--- src/design/skiw_pkg.sv ---
// Package with the command, status and transaction types of the sorted key interpolation block.
`default_nettype none
package skiw_pkg;

  localparam int MAX_KEYS      = 16;
  localparam int POSITION_BITS = 24;

  typedef enum logic [1:0] {
    CMD_INSERT = 2'd0,
    CMD_LOOKUP = 2'd1,
    CMD_CLEAR  = 2'd2,
    CMD_SPARE  = 2'd3
  } cmd_e;

  typedef enum logic [2:0] {
    ST_INSERTED   = 3'd0,
    ST_FULL       = 3'd1,
    ST_EMPTY      = 3'd2,
    ST_CLAMP_LOW  = 3'd3,
    ST_CLAMP_HIGH = 3'd4,
    ST_INTERP     = 3'd5,
    ST_CLEARED    = 3'd6
  } status_e;

  typedef struct packed {
    logic [1:0]                     cmd;
    logic signed [POSITION_BITS-1:0] key_position;
    logic [7:0]                     key_tag;
    logic                           key_chromatic;
    logic signed [POSITION_BITS-1:0] control_value;
  } in_t;

  typedef struct packed {
    logic [2:0]  status;
    logic [7:0]  lower_tag;
    logic [7:0]  upper_tag;
    logic [16:0] weight;
    logic        chromatic;
    logic [4:0]  key_count;
  } out_t;

endpackage
`default_nettype wire

--- src/design/skiw_ram.sv ---
// Generic single-port RAM with a registered read.
`default_nettype none
module skiw_ram #(
  parameter int Width = 8,
  parameter int Depth = 16
) (
  input  wire logic                     clk_i,
  input  wire logic                     we_i,
  input  wire logic [$clog2(Depth)-1:0] addr_i,
  input  wire logic [Width-1:0]         wdata_i,
  output logic      [Width-1:0]         rdata_o
);
  logic [Width-1:0] mem_q [Depth];

  always_ff @(posedge clk_i) begin
    if (we_i) begin
      mem_q[addr_i] <= wdata_i;
    end
    rdata_o <= mem_q[addr_i];
  end
endmodule
`default_nettype wire

--- src/design/sorted_key_interpolation_weights.sv ---
// Top level of the sorted key table with piecewise linear interpolation weights.
`default_nettype none
// One transaction at a time; busy is high from acceptance through the cycle of the result
// strobe. An insert scans the table from the top, reading each entry through the key memory
// and shifting it up one place while its key is not below the new key. A lookup scans from
// the bottom and clamps below the first key or above the last; otherwise an interpolation
// runs a restoring divider that forms one quotient bit per cycle. Clear, full and empty
// answer without reading the key memory.
// The result is shown for one cycle on done_o; the receiver cannot stall it.
module sorted_key_interpolation_weights (
  input  wire logic           clk_i,
  input  wire logic           rst_ni,
  input  wire logic           start,
  output logic                busy,
  input  wire skiw_pkg::in_t  req_i,
  output logic                done_o,
  output skiw_pkg::out_t      rsp_o
);
  import skiw_pkg::*;

  localparam int AW = (MAX_KEYS > 1) ? $clog2(MAX_KEYS) : 1;
  localparam int CW = $clog2(MAX_KEYS + 1);
  localparam int PB = POSITION_BITS;
  localparam int DW = PB + 1;
  localparam int EW = PB + 8;

  localparam logic [3:0] S_IDLE = 4'd0, S_IRD = 4'd1, S_IWAIT = 4'd2, S_ICHK = 4'd3,
                         S_IPUT = 4'd4, S_LRD = 4'd5, S_LWAIT = 4'd6, S_LCHK = 4'd7,
                         S_DIV = 4'd8, S_DONE = 4'd9, S_PREV = 4'd10, S_PWAIT = 4'd11;

  logic [3:0]  state_q, state_d;
  logic [CW-1:0] count_q, count_d, idx_q, idx_d;
  logic        chrom_q, chrom_d;
  in_t         req_q, req_d;
  logic signed [PB-1:0] k1_q, k1_d;
  logic [7:0]  t1_q, t1_d;
  out_t        rsp_q, rsp_d;
  logic        done_q, done_d;
  logic [DW+16:0] rem_q, rem_d;
  logic [16:0] quo_q, quo_d;
  logic [DW-1:0] den_q, den_d;
  logic [4:0]  bit_q, bit_d;

  logic          we;
  logic [AW-1:0] addr;
  logic [EW-1:0] wdata, rdata;
  logic signed [PB-1:0] rpos, ipos, cpos;
  logic [DW+16:0] trial;

  skiw_ram #(.Width(EW), .Depth(MAX_KEYS)) u_keys (
    .clk_i(clk_i), .we_i(we), .addr_i(addr), .wdata_i(wdata), .rdata_o(rdata)
  );

  assign rpos = rdata[EW-1:8];
  assign ipos = req_q.key_position[PB-1:0];
  assign cpos = req_q.control_value[PB-1:0];
  assign trial = {rem_q[DW+15:0], 1'b0} - {17'd0, den_q};

  always_comb begin
    state_d = state_q; count_d = count_q; idx_d = idx_q; chrom_d = chrom_q;
    req_d = req_q; k1_d = k1_q; t1_d = t1_q; rsp_d = rsp_q;
    done_d = 1'b0; rem_d = rem_q; quo_d = quo_q; den_d = den_q; bit_d = bit_q;
    we = 1'b0; addr = idx_q[AW-1:0]; wdata = '0;
    case (state_q)
      S_IDLE: begin
        if (start && !busy) begin
          req_d = req_i;
          rsp_d = '0;
          if (req_i.cmd == CMD_INSERT) begin
            if (count_q >= CW'(MAX_KEYS)) begin
              rsp_d.status = ST_FULL;
              state_d = S_DONE;
            end else begin
              idx_d = count_q;
              state_d = S_IRD;
            end
          end else if (req_i.cmd == CMD_CLEAR) begin
            count_d = '0;
            chrom_d = 1'b0;
            rsp_d.status = ST_CLEARED;
            state_d = S_DONE;
          end else if (count_q == '0) begin
            rsp_d.status = ST_EMPTY;
            state_d = S_DONE;
          end else begin
            idx_d = '0;
            state_d = S_LRD;
          end
        end
      end
      S_IRD: begin
        if (idx_q == '0) begin
          state_d = S_IPUT;
        end else begin
          addr = AW'(idx_q - CW'(1));
          state_d = S_IWAIT;
        end
      end
      S_IWAIT: begin
        addr = AW'(idx_q - CW'(1));
        state_d = S_ICHK;
      end
      S_ICHK: begin
        if (rpos < ipos) begin
          state_d = S_IPUT;
        end else begin
          we = 1'b1;
          wdata = rdata;
          idx_d = idx_q - CW'(1);
          state_d = S_IRD;
        end
      end
      S_IPUT: begin
        we = 1'b1;
        wdata = {ipos, req_q.key_tag};
        count_d = count_q + CW'(1);
        chrom_d = chrom_q | req_q.key_chromatic;
        rsp_d.status = ST_INSERTED;
        state_d = S_DONE;
      end
      S_LRD: state_d = S_LWAIT;
      S_LWAIT: state_d = S_LCHK;
      S_LCHK: begin
        if (!(rpos < cpos)) begin
          if (idx_q == '0) begin
            rsp_d.status = ST_CLAMP_LOW;
            rsp_d.lower_tag = rdata[7:0];
            rsp_d.upper_tag = rdata[7:0];
            state_d = S_DONE;
          end else begin
            k1_d = rpos;
            t1_d = rdata[7:0];
            idx_d = idx_q - CW'(1);
            state_d = S_PREV;
          end
        end else if (idx_q + CW'(1) >= count_q) begin
          rsp_d.status = ST_CLAMP_HIGH;
          rsp_d.lower_tag = rdata[7:0];
          rsp_d.upper_tag = rdata[7:0];
          rsp_d.weight = 17'h10000;
          state_d = S_DONE;
        end else begin
          idx_d = idx_q + CW'(1);
          addr = AW'(idx_q + CW'(1));
          state_d = S_LWAIT;
        end
      end
      S_PREV: state_d = S_PWAIT;
      S_PWAIT: begin
        rsp_d.status = ST_INTERP;
        rsp_d.lower_tag = rdata[7:0];
        rsp_d.upper_tag = t1_q;
        rem_d = {17'd0, DW'({cpos[PB-1], cpos}) - DW'({rpos[PB-1], rpos})};
        den_d = DW'({k1_q[PB-1], k1_q}) - DW'({rpos[PB-1], rpos});
        quo_d = '0;
        bit_d = 5'd17;
        state_d = S_DIV;
      end
      S_DIV: begin
        if (bit_q == 5'd0) begin
          rsp_d.weight = (quo_q > 17'h10000) ? 17'h10000 : quo_q;
          state_d = S_DONE;
        end else begin
          if (bit_q > 5'd16) begin
            if (rem_q[DW-1:0] >= den_q) begin
              rem_d = rem_q - {17'd0, den_q};
              quo_d = 17'd1;
            end else begin
              quo_d = '0;
            end
          end else if (!trial[DW+16]) begin
            rem_d = trial;
            quo_d = {quo_q[15:0], 1'b1};
          end else begin
            rem_d = {rem_q[DW+15:0], 1'b0};
            quo_d = {quo_q[15:0], 1'b0};
          end
          bit_d = bit_q - 5'd1;
        end
      end
      S_DONE: begin
        rsp_d.chromatic = chrom_q;
        rsp_d.key_count = 5'(count_q);
        done_d = 1'b1;
        state_d = S_IDLE;
      end
      default: state_d = S_IDLE;
    endcase
  end

  always_ff @(posedge clk_i or negedge rst_ni) begin
    if (!rst_ni) begin
      state_q <= S_IDLE;
      count_q <= '0;
      chrom_q <= 1'b0;
      done_q  <= 1'b0;
      idx_q   <= '0;
      bit_q   <= '0;
    end else begin
      state_q <= state_d;
      count_q <= count_d;
      chrom_q <= chrom_d;
      done_q  <= done_d;
      idx_q   <= idx_d;
      bit_q   <= bit_d;
    end
  end

  always_ff @(posedge clk_i) begin
    req_q <= req_d; k1_q <= k1_d; t1_q <= t1_d;
    rsp_q <= rsp_d; rem_q <= rem_d; quo_q <= quo_d; den_q <= den_d;
  end

  assign busy   = (state_q != S_IDLE) || done_q;
  assign done_o = done_q;
  assign rsp_o  = rsp_q;

  a_count_range: assert property (@(posedge clk_i) disable iff (!rst_ni)
    count_q <= CW'(MAX_KEYS)) else $error("key count beyond table size");
  a_done_pulse: assert property (@(posedge clk_i) disable iff (!rst_ni)
    done_q |=> !done_q) else $error("result strobe longer than one cycle");
  a_weight_max: assert property (@(posedge clk_i) disable iff (!rst_ni)
    done_q |-> rsp_q.weight <= 17'h10000) else $error("weight above one");
endmodule
`default_nettype wire
--- config.mk ---
export PLATFORM = sky130hd
export DESIGN_NAME = sorted_key_interpolation_weights
export DESIGN_NICKNAME = d
export VERILOG_FILES = /design/src/design/skiw_pkg.sv /design/src/design/skiw_ram.sv /design/src/design/sorted_key_interpolation_weights.sv
export SDC_FILE = /design/constraint.sdc
export NUM_CORES = 1
export LEC_CHECK = 0
export ABC_AREA = 1
export BUFFER_PORTS_ARGS = -buffer_cell sky130_fd_sc_hd__buf_2
export CAP_MARGIN = 20
export CORE_UTILIZATION = 48
export DETAILED_ROUTE_END_ITERATION = 8
export SYNTH_ARGS = -nofsm -noshare
export SYNTH_HDL_FRONTEND = slang
export SYNTH_SLANG_ARGS = --single-unit
--- constraint.sdc ---
create_clock -name clk_i -period 12.7 [get_ports clk_i]
set_input_delay 1.905 -clock clk_i [delete_from_list [all_inputs] [get_ports clk_i]]
set_output_delay 1.905 -clock clk_i [all_outputs]
set_load 0.02 [all_outputs]
Yosys cells after proc, flatten, opt, wreduce, memory -nomap -nowiden
Memories as Yosys holds them, arrays and structs flattened. A register that Yosys moved wholly into a read port is not among the register bits.
Index checks and enable logic that the tools add are counted.
- $add $sub $neg: 8
- $lt $le $gt $ge: 7
- eq/ne operators: 28
- multiplexer cells: 68
- bitwise gates (word level): 3
- reduce and logical (&&, ||, !) cells: 27
- operators by type and width (cell ; number):
    $mux 42 ; 5
    $mux 17 ; 5
    $pmux 42 s2 ; 1
    $sub 42x25->42 ; 2
    $mux 5 ; 13
    $pmux 32 s2 ; 1
    $pmux 17 s3 ; 1
    $sub 24x24->25 ; 2
    $lt 24x24->1 ; 2
    $pmux 16 s3 ; 1
    $mux 4 ; 11
    $pmux 4 s11 ; 1
    $mux 19 ; 2
    $mux 36 ; 1
    $pmux 17 s2 ; 1
    $mux 32 ; 1
    $ge 25x25->1 ; 1
    $ne 3x3->1 const B ; 8
    $pmux 5 s2 ; 2
    $gt 17x17->1 const B ; 1
    $eq 4x3->1 const B ; 4
    $eq 4x4->1 const B ; 4
    $ne 2x2->1 const B ; 8
    $logic_not 5->1 ; 3
    31 further kinds ; 60
- flip-flop bits (word level): 236
- RAM bits: 512
- input port bits: 62
- output and inout bits: 44
- memories kept: 1
- memories (memory ; words ; width ; rd ports ; clocked after Yosys merged registers in ; write ports ; RTL line ; source):
    u_keys.mem_q ; 16 ; 32 ; 1 ; 1 ; 1 ; skiw_ram.sv:13 ; logic [Width-1:0] mem_q [Depth];

Depth between registers and ports, before layout
- depth after elaboration: 6
- gate-level depth with buffers: 25
- depth with buffers taken out: 23

Cells and area by module
From an unflattened synthesis, not the netlist that was laid out.
- cells, all modules: 4501
- area, all modules: 40201.1 um^2
- modules (own cells, without submodules) (module ; instances ; cells each ; area each (um^2)):
    skiw_ram ; 1 ; 2113 ; 22213.8
    sorted_key_interpolation_weights ; 1 ; 2388 ; 17987.3

Worst setup path before layout
OpenSTA, ideal clock, no wires.
- path kind: input to register
- start point: input port start
- end point: register rsp_q, in the netlist rsp_o[10], enable pin
- arrival: 6.782 ns
- path slack: 5.484 ns
- stages: 6
- cell sequence: inv_1 -> nor2_1 -> inv_1 -> nand2_1 -> nand2_1 -> nor4_1
- longest elaborated chain between the ends: 3
- ends and longest elaborated chain (element ; RTL line ; source):
    from (decl) ; sorted_key_interpolation_weights.sv:13 ; input wire logic start,
    $logic_and 1x1->1 ; sorted_key_interpolation_weights.sv:66 ; if (start && !busy) begin
    $ne 2x2->1 (no line) ; n/a ;
    $reduce_and 5->1 (no line) ; n/a ;
    to (signal assigned) ; sorted_key_interpolation_weights.sv:211 ; rsp_q <= rsp_d; rem_q <= rem_d; quo_q <= quo_d; den_q <= den_d;
    to (decl) ; sorted_key_interpolation_weights.sv:37 ; out_t rsp_q, rsp_d;
Every way passes these cells.
A chain may end at the register's enable or synchronous reset.

Final worst setup path
- start point: register u_keys.rdata_o[31] (read register of u_keys.mem_q)
- end point: register u_keys.rdata_o[31] (read register of u_keys.mem_q)
- longest elaborated chain between the ends: 3
- ends and longest elaborated chain (element ; RTL line ; source):
    from (decl) ; skiw_ram.sv:11 ; output logic [Width-1:0] rdata_o
    $lt 24x24->1 ; sorted_key_interpolation_weights.sv:124 ; if (!(rpos < cpos)) begin
    $mux 4 ; sorted_key_interpolation_weights.sv:124 ;
    $pmux 4 s3 ; sorted_key_interpolation_weights.sv:64 ; case (state_q)
Every way passes these cells.

==> qor.yml <==
outcome: "finished clean"
post-route-period-util_pct: 43.11
clock.fmax_mhz: 182.7
synth.most_common_cell: "sky130_fd_sc_hd__nand2_1"
post_cts_resize_count: 0
number_of_synthesized_register_bits: 779
detailedRoute.firstIterationViolations: 2357
required_time_worst_endpoint_ns: 13.19
setup_violations: 0
routed_wirelength_um: 110200
tritoncts_num_sinks: 779
post_route_cells_drive_above_1_share_pct: 7.786
detail_route.first_pass.iterations: 5
design.core.area_mm2: 0.08395
die_h_um: 293.8
number_of_enable_flip_flop_cells_after_synthesis: 726
post_cts_repair_setup_buffers: 0
clk_pin_slew_ns: 0.06
holdPathEnd: "k1_q[3]"
r2r_start: "u_keys.rdata_o[31]"
htreeDepth: 3
timing.setup.tns_ns: 0
synth.yosys.seq_area_share_pct: 56.21
crit_slowest_cell: "sky130_fd_sc_hd__buf_4"
vdd_drop_max_uv: 253.3
yosysTopAreaCellShare_pct: 53.35
worstSetupStartpointType: "flop"
ant_nets: 0
crit_path_time_final_ns: 5.474
yosys.area.top_type: "sky130_fd_sc_hd__edfxtp_1"
horiz_die_dim_um: 293.8
netlist_area_mm2: 0.04086
cts_hold_buffers: 0
grt_setup_unrepaired: "false"
power_density_mw_per_mm2: 265.8
grt_remaining_overflow: 0
timing.hold.worst.class: "flop to flop"
core.rowCount: 106
r2r.worst_path.cells: 19
cp.depth: 19
clock_path_buffers: 3
finalWeightedCongestion: 0.9686
synth_async_sr_flop_share_pct: 2.696
boundary_pins: 106
grt_antenna_before_repair: 2
timing_worst_slew_pin_value_ns: 1.112
detail_route.wl_per_cell_um: 18.92
reg2reg_to: "u_keys.rdata_o[31]"
finalMaxSlewViolations: 0
vias: 30490
post-dp-hpwl_um: 71550
worst_hold_startpoint: "u_keys.rdata_o[11]"
layout.core_utilization_pct: 54.30
postSynthNetCount: 4726
path_class: "flop to flop"
drc: 0
total_leakage_power_nw: 20.33
clk_latency_ns: 0.65
signed_area_change_from_the_synthesized_netlist_to_the_final_layout_pct: 11.56
vias_in_the_first_global_route: 29360
placed_area_mm2: 0.04280
synth.yosys.warnings: 0
arrival_time_of_the_worst_setup_path_ns: 5.96
setup.reg_to_reg.worst_slack_ns: 7.23
path_cells: "inv_1 > ha_1 > nand2_2 > nor2_1 > nand3_1 > nor3_1 > nor2_1 > nand4_1 > nand3_1 > nand2_8 > buf_4 > buf_4 > nand3_1 > nand3_1 > nand2_1 > nand2_1 > nand2_1 > inv_1 > nand2_1"
whs_path_depth: 0
synthesis.area_per_instance_um2: 9.022
synth_area_leaders: "sky130_fd_sc_hd__edfxtp_1 (53%), sky130_fd_sc_hd__nand2_1 (9.9%), sky130_fd_sc_hd__inv_1 (8.1%)"
synthDistinctLibCells: 57
global_route_wire_length_before_repair_um: 169600
per_cell_via_count_in_the_routed_design: 5.236
critical_path_buf_inv_count: 4
post_synth_inst_count: 4529
cts_made_buffers: 86
finalNetCount: 4816
maxCapViolCount: 0
critical-path-max-stage-delay_ns: 0.85
largest_net_degree_at_the_start_of_global_routing: 120
grt_use_total_pct: 25.65
critical-path-top-delay-family: "simple AND/OR/NAND/NOR gates"
cp-end-kind: "flop"
yosys-top-cells-count: "sky130_fd_sc_hd__nand2_1 (1,078), sky130_fd_sc_hd__inv_1 (881), sky130_fd_sc_hd__edfxtp_1 (726)"
tritoncts: "yes"
initial_core_util_pct: 48.67
finalClockSkew_ns: 0.03543
crit_path_max_fanout: 100
io_buffer_count: 105
hold_violation_total_from_the_final_report: 0
design.die.area_mm2: 0.08630
slew-limit-headroom_pct: 25.71
root_buf_cell: "sky130_fd_sc_hd__clkbuf_16"
synth-main-ff-cell: "sky130_fd_sc_hd__edfxtp_1"
post-route-cell-area_mm2: 0.04559
power by group:
| part | internal [mW] | total (mW) | leakage [nW] | switching, mW |
|---|---|---|---|---|
| Clock | 1.39 | 2.42 | 1.33 | 1.03 |
| Combinational | 1.76 | 6.09 | 11.7 | 4.34 |
| Sequential | 3.40 | 3.60 | 7.26 | 0.200 |
area by class of cell:
| class | count | area, um^2 |
|---|---|---|
| Clock buffer | 119 | 2367 |
| Tap cell | 1134 | 1419 |
| Clock inverter | 38 | 347.8 |
| Sequential cell | 779 | 22970 |
| Fill cell | 7681 | 38370 |
| Timing Repair Buffer | 163 | 1069 |
| Multi-Input combinational cell | 2698 | 14070 |
| Antenna cell | 1 | 2.502 |
| Inverter | 891 | 3344 |
cells in the final DEF (no fill, tap or decap), drive strengths merged, types with 6 or more instances in the layout:
cell	count
edfxtp	726
clkinv	34
dfxtp	32
xor2	64
nand4	15
o211ai	20
nand3b	39
nor3	44
xnor2	34
nor2	259
o21a	9
a31oi	19
buf	163
ha	131
o22ai	27
a21boi	6
nand2	1082
clkbuf	119
nor4	10
inv	889
dfrtp	21
a21oi	173
o21ai	142
a21o	7
nand3	577
how the worst max path moves through the flow:
stage | start | endpoint | slack [ns]
3_5_place_dp | u_keys.rdata_o[31] | u_keys.mem_q[8][24] | 7.15
3_3_place_gp | u_keys.rdata_o[31] | u_keys.mem_q[2][26] | 7.19
6_report | u_keys.rdata_o[31] | u_keys.rdata_o[31] | 7.23
4_1_cts | u_keys.rdata_o[31] | u_keys.mem_q[8][30] | 7.14
2_1_floorplan | start | rsp_o[10] | 5.48
5_1_grt | idx_q[0] | u_keys.rdata_o[31] | 6.78
metrics by stage:
stage                     setup WS, ns  hold WS (ns)  total power [mW]  std cells
after global placement           7.195        0.4424             9.682       5658
after global routing             6.784        0.4899             13.02       5822
after CTS                        7.136        0.4684             12.16       5819
final                            7.226        0.4712             12.12       5823
after floorplan                  5.484        0.4082             7.926       4529
after detailed placement         7.147        0.4513             9.722       5662
registers in the layout, summed over array words and instances (netlist names):
name and cells:
u_keys.mem_q 512, rsp_o 42, rem_q 41, u_keys.rdata_o 32
den_q 25, cpos 24, ipos 24, k1_q 24
quo_q 17, req_q 9, t1_q 8, bit_q 5
count_q 5, idx_q 5, state_q 4, chrom_q 1
done_o 1
layer usage:
| metal | vias up | track usage, % | share of wire (%) | wire length (um) |
|---|---|---|---|---|
| li1 | 14980 | - | - | - |
| met1 | 14490 | 34.81 | 44 | 48610 |
| met4 | 0 | 8.892 | 3.3 | 3672 |
| met3 | 189 | 3.248 | 5.5 | 6092 |
| met5 | - | 0 | 0 | 0 |
| met2 | 836 | 42.42 | 47 | 51780 |
kinds of logic after synthesis:
family / after synthesis / share of synthesized area (%)
flops: 779 / 56.21
fa+ha+maj: 135 / 4.207
buf+inv: 1052 / 10.20
simple gates: 2037 / 21.42
compound gates: 428 / 5.867
xor+xnor: 98 / 2.101
Power figures use the tool's default switching activity.
